### src/hdl/rbfk_pkg.sv
// shared types, constants and exp table for the rbf kernel block
package rbfk_pkg;

    localparam int unsigned ElemW   = 16;
    localparam int unsigned SumW    = 48;
    localparam int unsigned RegW    = 16;
    localparam int unsigned QuoW    = 22;
    localparam int unsigned TW      = 23;
    localparam int unsigned MantW   = 17;
    localparam int unsigned KW      = 7;
    localparam int unsigned ValW    = 24;
    localparam int unsigned StepW   = 5;
    localparam int unsigned MaxLen  = 1024;

    localparam logic [SumW-1:0]  SumMax   = {SumW{1'b1}};
    localparam logic [30:0]      Log2eQ30 = 31'd1549082005;
    localparam logic [QuoW-1:0]  QClamp   = 22'h200000;
    localparam logic [RegW-1:0]  LsReset  = 16'd256;
    localparam logic [RegW-1:0]  AmpReset = 16'd256;
    localparam logic [KW-1:0]    KMax     = 7'd32;

    // register indexes
    localparam logic CfgLengthScale = 1'b0;
    localparam logic CfgAmplitude   = 1'b1;

    typedef enum logic [2:0] {
        S_ACC,
        S_DIV,
        S_EXP,
        S_MANT,
        S_SCALE
    } t_state;

    // controller to datapath
    typedef struct packed {
        logic acc_en;
        logic div_step;
        logic exp_en;
        logic mant_en;
        logic out_load;
    } t_cmd;

    // datapath to controller
    typedef struct packed {
        logic out_busy;
    } t_stat;

    // 2^(-i/16) in Q16
    function automatic logic [MantW-1:0] exp2_neg(input logic [4:0] i);
        logic [MantW-1:0] v;
        case (i)
            5'd0:    v = 17'd65536;
            5'd1:    v = 17'd62757;
            5'd2:    v = 17'd60097;
            5'd3:    v = 17'd57549;
            5'd4:    v = 17'd55109;
            5'd5:    v = 17'd52773;
            5'd6:    v = 17'd50535;
            5'd7:    v = 17'd48393;
            5'd8:    v = 17'd46341;
            5'd9:    v = 17'd44376;
            5'd10:   v = 17'd42495;
            5'd11:   v = 17'd40693;
            5'd12:   v = 17'd38968;
            5'd13:   v = 17'd37316;
            5'd14:   v = 17'd35734;
            5'd15:   v = 17'd34219;
            5'd16:   v = 17'd32768;
            default: v = 17'd32768;
        endcase
        return v;
    endfunction

endpackage

### src/hdl/rbfk_ctrl.sv
// controller state machine for the rbf kernel block
module rbfk_ctrl (
    input  logic           i_clk,
    input  logic           i_rst_n,
    input  logic           i_in_fire,
    input  logic           i_in_last,
    input  rbfk_pkg::t_stat i_stat,
    output logic           o_ready,
    output rbfk_pkg::t_cmd o_cmd
);
    import rbfk_pkg::*;

    t_state          r_state, n_state;
    logic [StepW-1:0] r_cnt, n_cnt;

    // state register
    always_ff @(posedge i_clk) begin
        if (!i_rst_n) begin
            r_state <= S_ACC;
            r_cnt   <= '0;
        end else begin
            r_state <= n_state;
            r_cnt   <= n_cnt;
        end
    end

    // next state and commands
    always_comb begin
        n_state = r_state;
        n_cnt   = r_cnt;
        o_ready = 1'b0;
        o_cmd   = '0;
        case (r_state)
            S_ACC: begin
                o_ready      = 1'b1;
                o_cmd.acc_en = i_in_fire;
                if (i_in_fire && i_in_last) begin
                    n_state = S_DIV;
                    n_cnt   = '0;
                end
            end
            S_DIV: begin
                o_cmd.div_step = 1'b1;
                n_cnt          = r_cnt + 1'b1;
                if (r_cnt == StepW'(QuoW - 1)) begin
                    n_state = S_EXP;
                end
            end
            S_EXP: begin
                o_cmd.exp_en = 1'b1;
                n_state      = S_MANT;
            end
            S_MANT: begin
                o_cmd.mant_en = 1'b1;
                n_state       = S_SCALE;
            end
            S_SCALE: begin
                if (!i_stat.out_busy) begin
                    o_cmd.out_load = 1'b1;
                    n_state        = S_ACC;
                end
            end
            default: begin
                n_state = S_ACC;
            end
        endcase
    end

endmodule

### src/hdl/rbfk_datapath.sv
// accumulator, divider, exp approximation and output register
module rbfk_datapath (
    input  logic                          i_clk,
    input  logic                          i_rst_n,
    input  rbfk_pkg::t_cmd                i_cmd,
    input  logic signed [rbfk_pkg::ElemW-1:0] i_first_elem,
    input  logic signed [rbfk_pkg::ElemW-1:0] i_second_elem,
    input  logic                          i_last,
    input  logic                          i_cfg_we,
    input  logic                          i_cfg_idx,
    input  logic [rbfk_pkg::RegW-1:0]     i_cfg_data,
    input  logic                          i_out_ready,
    output rbfk_pkg::t_stat               o_stat,
    output logic                          o_out_valid,
    output logic [rbfk_pkg::ValW-1:0]     o_kernel_value,
    output logic                          o_clamped
);
    import rbfk_pkg::*;

    logic [RegW-1:0]  r_ls, r_amp;
    logic [SumW-1:0]  r_sum;
    logic             r_sat;
    logic [31:0]      r_rem;
    logic [QuoW-1:0]  r_nlow;
    logic [QuoW-1:0]  r_quo;
    logic             r_ovf;
    logic             r_flag;
    logic [TW-1:0]    r_t;
    logic [MantW-1:0] r_m;
    logic [KW-1:0]    r_k;
    logic             r_valid;
    logic [ValW-1:0]  r_val;
    logic             r_clamp;

    logic signed [ElemW:0] diff;
    logic [ElemW-1:0]      mag;
    logic [31:0]           sq;
    logic [SumW:0]         sum_wide;
    logic                  sat_now;
    logic [SumW-1:0]       n_sum;
    logic [31:0]           r2;
    logic [32:0]           trial;
    logic                  qbit;
    logic [31:0]           rem_next;
    logic [QuoW-1:0]       q_use;
    logic [52:0]           t_prod;
    logic [52:0]           t_rnd;
    logic [4:0]            idx;
    logic [MantW-1:0]      t_hi, t_lo;
    logic [ElemW-1:0]      delta;
    logic [27:0]           interp;
    logic [32:0]           prod;
    logic [40:0]           prod_rnd;
    logic [40:0]           shifted;

    // configuration registers
    always_ff @(posedge i_clk) begin
        if (!i_rst_n) begin
            r_ls  <= LsReset;
            r_amp <= AmpReset;
        end else if (i_cfg_we) begin
            case (i_cfg_idx)
                CfgLengthScale: r_ls  <= i_cfg_data;
                CfgAmplitude:   r_amp <= i_cfg_data;
                default:        r_ls  <= r_ls;
            endcase
        end
    end

    // squared difference and saturating sum
    always_comb begin
        diff     = $signed({i_second_elem[ElemW-1], i_second_elem})
                 - $signed({i_first_elem[ElemW-1], i_first_elem});
        mag      = diff[ElemW] ? ElemW'(-diff) : diff[ElemW-1:0];
        sq       = mag * mag;
        sum_wide = {1'b0, r_sum} + {{(SumW-31){1'b0}}, sq};
        sat_now  = sum_wide[SumW];
        n_sum    = sat_now ? SumMax : sum_wide[SumW-1:0];
    end

    always_ff @(posedge i_clk) begin
        if (!i_rst_n) begin
            r_sum <= '0;
            r_sat <= 1'b0;
        end else if (i_cmd.acc_en) begin
            if (i_last) begin
                r_sum <= '0;
                r_sat <= 1'b0;
            end else begin
                r_sum <= n_sum;
                r_sat <= r_sat | sat_now;
            end
        end
    end

    // restoring divide of sum*2^15 by r^2, one quotient bit a cycle
    always_comb begin
        r2       = (r_ls == '0) ? 32'd1 : r_ls * r_ls;
        trial    = {r_rem, r_nlow[QuoW-1]};
        qbit     = (trial >= {1'b0, r2});
        rem_next = qbit ? 32'(trial - {1'b0, r2}) : trial[31:0];
    end

    always_ff @(posedge i_clk) begin
        if (i_cmd.acc_en && i_last) begin
            r_rem  <= n_sum[SumW-1:7] >= {9'd0, r2} ? '0 : n_sum[38:7];
            r_ovf  <= (n_sum[SumW-1:7] >= {9'd0, r2});
            r_nlow <= {n_sum[6:0], 15'd0};
            r_quo  <= '0;
            r_flag <= r_sat | sat_now;
        end else if (i_cmd.div_step) begin
            r_rem  <= rem_next;
            r_nlow <= {r_nlow[QuoW-2:0], 1'b0};
            r_quo  <= {r_quo[QuoW-2:0], qbit};
        end
    end

    // exponent t = q * log2(e), rounded
    always_comb begin
        q_use  = (r_ovf || r_quo > QClamp) ? QClamp : r_quo;
        t_prod = q_use * Log2eQ30;
        t_rnd  = t_prod + 53'(1 << 29);
    end

    always_ff @(posedge i_clk) begin
        if (i_cmd.exp_en) begin
            r_t <= t_rnd[52:30];
        end
    end

    // table lookup with linear interpolation
    always_comb begin
        idx    = {1'b0, r_t[15:12]};
        t_hi   = exp2_neg(idx);
        t_lo   = exp2_neg(idx + 5'd1);
        delta  = 16'(t_hi - t_lo);
        interp = delta * r_t[11:0] + 28'd2048;
    end

    always_ff @(posedge i_clk) begin
        if (i_cmd.mant_en) begin
            r_m <= t_hi - MantW'(interp[27:12]);
            r_k <= r_t[TW-1:16];
        end
    end

    // amplitude scale and rounding shift by 8+k
    always_comb begin
        prod     = r_amp * r_m;
        prod_rnd = {8'd0, prod} + (41'd1 << (r_k[5:0] + 6'd7));
        shifted  = prod_rnd >> (r_k[5:0] + 6'd8);
    end

    // output register
    always_ff @(posedge i_clk) begin
        if (!i_rst_n) begin
            r_valid <= 1'b0;
        end else if (i_cmd.out_load) begin
            r_valid <= 1'b1;
        end else if (i_out_ready) begin
            r_valid <= 1'b0;
        end
    end

    always_ff @(posedge i_clk) begin
        if (i_cmd.out_load) begin
            r_val   <= (r_k > KMax) ? '0 : shifted[ValW-1:0];
            r_clamp <= r_flag;
        end
    end

    assign o_stat.out_busy = r_valid && !i_out_ready;
    assign o_out_valid     = r_valid;
    assign o_kernel_value  = r_val;
    assign o_clamped       = r_clamp;

endmodule

### src/hdl/rbf_kernel_pair.sv
// Gaussian rbf kernel between two streamed vectors. One element pair is taken
// per cycle while a vector accumulates; the pair marked last starts a restoring
// divide of the distance sum by 2*r^2, then the exponent multiply, the table
// interpolation and the amplitude scale, before the result word is offered.
// The result waits in an output register; the input side can take the next vector meanwhile.
// The user must write length scale (index 0) and amplitude (index 1) only
// while idle; the block itself does not enforce this.
module rbf_kernel_pair (
    input  logic        i_clk,
    input  logic        i_rst_n,
    input  logic        s_axis_tvalid,
    output logic        s_axis_tready,
    input  logic [31:0] s_axis_tdata,   // first_elem[15:0], second_elem[31:16]
    input  logic        s_axis_tlast,
    output logic        m_axis_tvalid,
    input  logic        m_axis_tready,
    output logic [23:0] m_axis_tdata,   // kernel_value[23:0]
    output logic        m_axis_tuser,   // clamped
    input  logic        i_cfg_we,
    input  logic        i_cfg_idx,
    input  logic [15:0] i_cfg_data
);
    import rbfk_pkg::*;

    t_cmd  cmd;
    t_stat stat;
    logic  ready;

    assign s_axis_tready = ready;

    // controller
    rbfk_ctrl u_ctrl (
        .i_clk     (i_clk),
        .i_rst_n   (i_rst_n),
        .i_in_fire (s_axis_tvalid && ready),
        .i_in_last (s_axis_tlast),
        .i_stat    (stat),
        .o_ready   (ready),
        .o_cmd     (cmd)
    );

    // datapath
    rbfk_datapath u_dp (
        .i_clk          (i_clk),
        .i_rst_n        (i_rst_n),
        .i_cmd          (cmd),
        .i_first_elem   (s_axis_tdata[15:0]),
        .i_second_elem  (s_axis_tdata[31:16]),
        .i_last         (s_axis_tlast),
        .i_cfg_we       (i_cfg_we),
        .i_cfg_idx      (i_cfg_idx),
        .i_cfg_data     (i_cfg_data),
        .i_out_ready    (m_axis_tready),
        .o_stat         (stat),
        .o_out_valid    (m_axis_tvalid),
        .o_kernel_value (m_axis_tdata),
        .o_clamped      (m_axis_tuser)
    );

endmodule

### config.mk
export PLATFORM = sky130hd
export DESIGN_NAME = rbf_kernel_pair
export DESIGN_NICKNAME = d
export VERILOG_FILES = /design/src/hdl/rbfk_pkg.sv /design/src/hdl/rbfk_ctrl.sv /design/src/hdl/rbfk_datapath.sv /design/src/hdl/rbf_kernel_pair.sv
export SDC_FILE = /design/constraint.sdc
export NUM_CORES = 2
export LEC_CHECK = 0
export ABC_AREA = 1
export BUFFER_PORTS_ARGS = -buffer_cell sky130_fd_sc_hd__buf_2
export CAP_MARGIN = 20
export CELL_PAD_IN_SITES_DETAIL_PLACEMENT = 1
export CELL_PAD_IN_SITES_GLOBAL_PLACEMENT = 2
export CORE_ASPECT_RATIO = 1.25
export CORE_MARGIN = 8
export CORE_UTILIZATION = 43
export CTS_CLUSTER_DIAMETER = 200
export DETAILED_ROUTE_END_ITERATION = 6
export MAX_ROUTING_LAYER = met4
export PLACE_DENSITY_LB_ADDON = 0.1
export SLEW_MARGIN = 0
export SYNTH_ARGS = -nofsm -noshare
export SYNTH_HDL_FRONTEND = slang
export SYNTH_SLANG_ARGS = --single-unit
### constraint.sdc
create_clock -name i_clk -period 24.1 [get_ports i_clk]
set_input_delay 4.82 -clock i_clk [delete_from_list [all_inputs] [get_ports i_clk]]
set_output_delay 4.82 -clock i_clk [all_outputs]
set_load 0.02 [all_outputs]
After elaboration in Yosys (flattened, before gate mapping)
Memories as Yosys holds them, arrays and structs flattened. A register that Yosys moved wholly into a read port is not among the register bits.
Index checks and enable logic that the tools add are counted.
- register bits: 225
- input bits: 55
- bits in read-only memories: 816
- memories: 2
- output and inout port bits: 27
- logic and storage cells: 96
- $lt $le $gt $ge: 4
- multipliers: 5
- bitwise logic cells: 2
- add/subtract/negate cells: 13
- multiplexer cells: 28
- shifts and indexed selects: 2
- equality and inequality tests: 8
- reduce and logical (&&, ||, !) cells: 15
- memories (memory ; words ; bits a word ; rd ports ; clocked after memory_dff ; wr ports ; line ; text):
    (name not given) ; 32 ; 17 ; 1 ; 0 ; 0 ; rbfk_pkg.sv:51 ; case (i)
    (name not given) ; 16 ; 17 ; 1 ; 1 ; 0 ; rbfk_pkg.sv:51 ;
- operators with widths (kind ; number):
    two-way mux 32 bit ; 5
    two-way mux 48 bit ; 2
    two-way mux 22 bit ; 3
    multiplier 16 x 16 -> 32 bit ; 2
    adder 53 x 30 -> 53 bit (second input constant) ; 1
    multiplier 22 x 31 -> 53 bit (second input constant) ; 1
    adder 48 x 32 -> 49 bit ; 1
    adder 33 x 41 -> 41 bit ; 1
    >= comparator 41 x 32 -> 1 bit ; 1
    << shifter 1 x 6 -> 41 bit (first input constant) ; 1
    >> shifter 41 x 6 -> 24 bit ; 1
    >= comparator 33 x 32 -> 1 bit ; 1
    multiplier 16 x 17 -> 33 bit ; 1
    subtractor 32 bit ; 1
    adder 28 x 12 -> 28 bit (second input constant) ; 1
    multiplier 16 x 12 -> 28 bit ; 1
    greater-than comparator 22 bit (second input constant) ; 1
    subtractor 16 x 16 -> 17 bit ; 1
    subtractor 17 x 16 -> 17 bit ; 1
    zero test 16 bit ; 1
    two-way mux 16 bit ; 1
    negation 16 bit ; 1
    subtractor 16 bit ; 1
    one-hot mux 3 bit (5 select lines) ; 1
    25 further kinds ; 45

Longest topological paths before layout
- depth in word-level cells: 9
- depth in mapped cells: 64
- mapped depth without buffers: 61

Hierarchy
Synthesis repeated with hierarchy kept, for this count alone.
- cells, all modules: 8214
- area total of the unflattened synthesis: 62530.0 sq um
- by module, submodules not included (module ; cells an instance ; seq. area each (sq um) ; area each (sq um) ; instances):
    rbfk_datapath ; 8145 ; 5815.6 ; 62067.0 ; 1
    rbfk_ctrl ; 67 ; 160.2 ; 455.4 ; 1
    rbf_kernel_pair ; 2 ; 0.0 ; 7.5 ; 1

Worst setup path before layout
OpenSTA, ideal clock, no wires.
- path kind: input port to flip-flop
- start: input port s_axis_tdata[16]
- end: register u_dp.r_rem[10], data pin
- required time: 23843 ps
- library setup time: 257 ps
- buffers on the path: 2
- cell stages on the path: 55
- data arrival time: 13252 ps
- slack: 10591 ps
- cells stage by stage: inv_1 > ha_1 > fa_1 > nand3b_1 > nand3_1 > nand3_1 > nand2_1 > xor2_1 > nand2_1 > nor2_1 > nand3_1 > xor2_1 > nand2_1 > nand2_2 > inv_1 > nand2_1 > fa_1 > fa_1 > [... 19 more ...] > inv_1 > clkbuf_1 > nor2_1 > inv_1 > ha_1 > nand2_1 > nor2_1 > nand3_1 > nor3_1 > and2_1 > nand4_1 > o221ai_1 > nor2_1 > o211ai_1 > inv_2 > buf_4 > nand3_1 > nand2_1
- word-level cells in the longest chain between the ends: 9
- ends and longest elaborated chain (item ; line ; text):
    start: declaration ; rbf_kernel_pair.sv:13 ; input logic [31:0] s_axis_tdata,
    subtractor 16 x 16 -> 17 bit (*) ; rbfk_datapath.sv:73 ; - $signed({i_first_elem[ElemW-1], i_first_elem});
    negation 16 bit ; rbfk_datapath.sv:74 ; mag = diff[ElemW] ? ElemW'(-diff) : diff[ElemW-1:0];
    two-way mux 16 bit (*) ; rbfk_datapath.sv:74 ;
    multiplier 16 x 16 -> 32 bit (*) ; rbfk_datapath.sv:75 ; sq = mag * mag;
    adder 48 x 32 -> 49 bit (*) ; rbfk_datapath.sv:76 ; sum_wide = {1'b0, r_sum} + {{(SumW-31){1'b0}}, sq};
    two-way mux 48 bit (*) ; rbfk_datapath.sv:78 ; n_sum = sat_now ? SumMax : sum_wide[SumW-1:0];
    >= comparator 41 x 32 -> 1 bit ; rbfk_datapath.sv:106 ; r_rem <= n_sum[SumW-1:7] >= {9'd0, r2} ? '0 : n_sum[38:7];
    two-way mux 32 bit (*) ; rbfk_datapath.sv:106 ;
    two-way mux 32 bit (*) ; rbfk_datapath.sv:105 ; if (i_cmd.acc_en && i_last) begin
    end signal: assignment ; rbfk_datapath.sv:106 ;
    end signal: assignment ; rbfk_datapath.sv:112 ; r_rem <= rem_next;
    end: declaration ; rbfk_datapath.sv:23 ; logic [31:0] r_rem;
Mark *: on every way between the ends. The rest lies on a longest branch, timed or not.
A chain may end at the register's enable or synchronous reset.

Worst setup path after layout
- start: input port s_axis_tdata[0]
- end: register u_dp.r_rem[13], data pin
Same word-level chain as after synthesis.

==> reports/qor.csv <==
stage,metric,value,unit
status,status,"complete, no violations",
global_route,grtUsageTotal,26.6,%
synthesis,ys_warn_count,0,
synthesis,yosysTopAreaCellShare,31.0,%
layout,area_delta_synth_final,5.52,%
routing,routedWlPerCell,20.0,µm
min_path,worstHoldPathType,register to register,
critical_path,critPathKind,primary input to register,
timing,hold_violations,0,
timing,min_period_over_period,62.9,%
synthesis,synth_top_area_cell,fa_1,
synthesis,muxShareOfSynthArea,0.0158,%
critical_path,r2r_cells,45,
layout,drive_above_1_share,3.87,%
layout,fin_nets,10152,
synthesis,yosysMostFrequentCell,inv_1,
global_route,grt_max_degree,64,
synthesis,yosys-top-cells-count,"2,141 x inv_1, 1,742 x nand2_1, 978 x fa_1",
clock_tree,cts_root_buffer,clkbuf_16,
layout,regArea,0.00598,mm²
floorplanning,die_w,359,µm
critical_path,slowest_delay,630,ps
synthesis,seq_area_frac_synth,9.46,%
floorplanning,dieArea,0.160,mm²
clock_tree,clockBufferDepth,3,
layout,fill_cells,18448,
timing,finalMaxSlewViolations,0,
synthesis,synthesis.nets,10217,
run,drv_cap,0,
placement,gp_congestion,0.929,
critical_path,arrival,15520,ps
critical_path,end_kind,register,
synthesis,avgSynthCellArea,7.52,µm²
placement,dp.cells,10204,
critical_path,cpMostUsedCell,nand2_1,
synthesis,synth.distinct_cells,66,
floorplanning,die_h,445,µm
global_route,grt_pass1_wl,330000,µm
routing,route.detailed.drc,0,
timing,period_needed,15160,ps
timing,setup_tns,0,ps
timing,final.setup_skew,36.4,ps
floorplanning,core,0.146,mm²
clock_tree,cts_setup_buffers,0,
timing,tightestPinTransition,1140,ps
routing,drt_iter0_markers,2223,
critical_path,path_max_fanout,33,
synthesis,syn_inst,8400,
routing,num_vias,53060,
timing,finalSetupViolCount,0,
global_route,overflow,0,
timing,grt_setup_unrepaired,false,
critical_path,cp.required,24460,ps
clock_tree,clock_sinks,242,
placement,dp_hpwl,178000,µm
critical_path,r2r_setup_slack,13160,ps
synthesis,synth-simple-area-share,20.1,%
clock_tree,clk_pin_slew_worst_paths,70,ps
timing,relSlewSlack,24.1,%
timing,clock.fmax,66.0,MHz
critical_path,crit_slowest_cell,nand3_2,
clock_tree,htree_levels,2,
routing,ant_nets,0,
routing,wl,206000,µm
clock_tree,numCtsBuffers,36,
synthesis,synth_top_family_by_area,adder cells,
synthesis,synth-compound-area-share,7.11,%
synthesis,ys_ff_latch,242,
synthesis,async_flop_share,0,%
global_route,antenna_found_initial,0,
placement,place_area,0.0654,mm²
floorplanning,rows,157,
layout,postLayoutCoreUtil,45.6,%
routing,via_per_inst,5.17,
placement,io_buffer_count,81,
routing,first_pass_iters,7,
layout,fin_cells,10272,
layout,multi_input_area,0.0481,mm²
clock_tree,holdBufCountCts,0,
synthesis,ys_top_cells_by_area,"fa_1 31%, ha_1 16%, inv_1 13%",
clock_tree,cts_tree,done,
synthesis,synthAdderAreaFrac,46.5,%
critical_path,startpoint_type,primary input,
synthesis,ys.flop_type,dfxtp_1,
min_path,hold_depth,0,
global_route,grt_pass1_vias,59642,
synthesis,netlist_area,0.0632,mm²
floorplanning,io-pin-count,82,
floorplanning,start_util,43.2,%
clock_tree,insertion_delay,630,ps
synthesis,synth_xor_xnor_area_share,2.38,%
clock_tree,ctsResizeCount,0,
synthesis,synth_edf_count,113,
layout,final_cell_area,0.0667,mm²
[per-layer routing]
| layer | GRT usage, % | wire (µm) |
|---|---|---|
| met5 | - | 0 |
| met1 | 30.3 | 84800 |
| met3 | 1.97 | 4830 |
| met2 | 49.7 | 109000 |
| met4 | 8.46 | 7620 |
[worst max-delay path, delay by kind of cell]
kind | cells | cell delay [ps]
compound gates | 2 | 460
fa+ha+maj | 10 | 4260
buf+inv | 14 | 1560
simple gates | 23 | 3970
xor+xnor | 1 | 400
[flip-flops by register name, summed over array words and instances, names as in the netlist]
signal,count
u_ctrl.r_cnt,5
u_dp.o_out_valid,1
u_dp.r_ovf,1
u_dp.r_quo,22
u_dp.r_flag,1
u_dp.r_ls,16
u_dp.r_k,7
u_dp.o_kernel_value,24
u_dp.t_hi,17
u_ctrl.r_state,3
u_dp.r_amp,16
u_dp.r_sum,48
u_dp.r_sat,1
u_dp.r_m,17
u_dp.r_t,23
u_dp.o_clamped,1
u_dp.r_rem,32
u_dp.r_nlow,7
[area by class of cell]
type | count | area share, %
well taps | 1908 | 3.58
clock inverters | 17 | 0.364
multi-input cells | 5757 | 72.2
inverters | 2165 | 12.2
diodes | 1 | 0.00375
clock buffers | 49 | 1.50
flip-flops and latches | 242 | 8.96
repair buffers | 133 | 1.21
[cell families after synthesis]
family	after synthesis
AND/OR/NAND/NOR	3041
buffers and inverters	2401
adder cells (fa/ha/maj)	1762
AO/OA/AOI/OAI	788
flip-flops	242
XOR/XNOR	165
multiplexers	1
[layout by cell type, fill, tap and decap left out, types with 12 or more instances in the layout]
cell       Yosys  final
inv_2         12     12
inv_1       2141   2141
edfxtp_1     113    113
buf_4          8     51
nand2_2        8     12
o21bai_1      23     23
nor4_1        17     17
buf_2         17     81
a21o_1        16     16
nor2_1       575    572
a21boi_0      25     25
nand3_1      463    463
a31oi_1       24     24
nand2_1     1742   1738
o211ai_1      48     48
nor3_1        62     60
a22oi_1       22     22
o21ai_0      214    214
dfxtp_1      129    129
nand4_1       54     54
nand3b_1      19     19
xor2_1        91     91
ha_1         784    784
xnor2_1       68     68
or2_2         58     58
a21oi_1      363    363
clkbuf_16      0     37
fa_1         978    978
[final timing paths]
path | start | end
worst min-delay path | u_dp.r_flag | u_dp.o_clamped
worst min register to register | u_dp.r_flag | u_dp.o_clamped
worst max-delay path | s_axis_tdata[0] | u_dp.r_rem[13]
worst max register to register | u_dp.r_t[12] | u_dp.r_m[16]
[metrics by stage]
step	hold WS, ps	worst slack [ps]
after floorplan	400	10590
after global placement	404	8530
after detailed placement	406	8290
after CTS	419	8940
after global routing	423	8070
final	417	8940
Power is not shown: default switching activity piles up to over one toggle a cycle in this logic, so the estimate is an artifact.
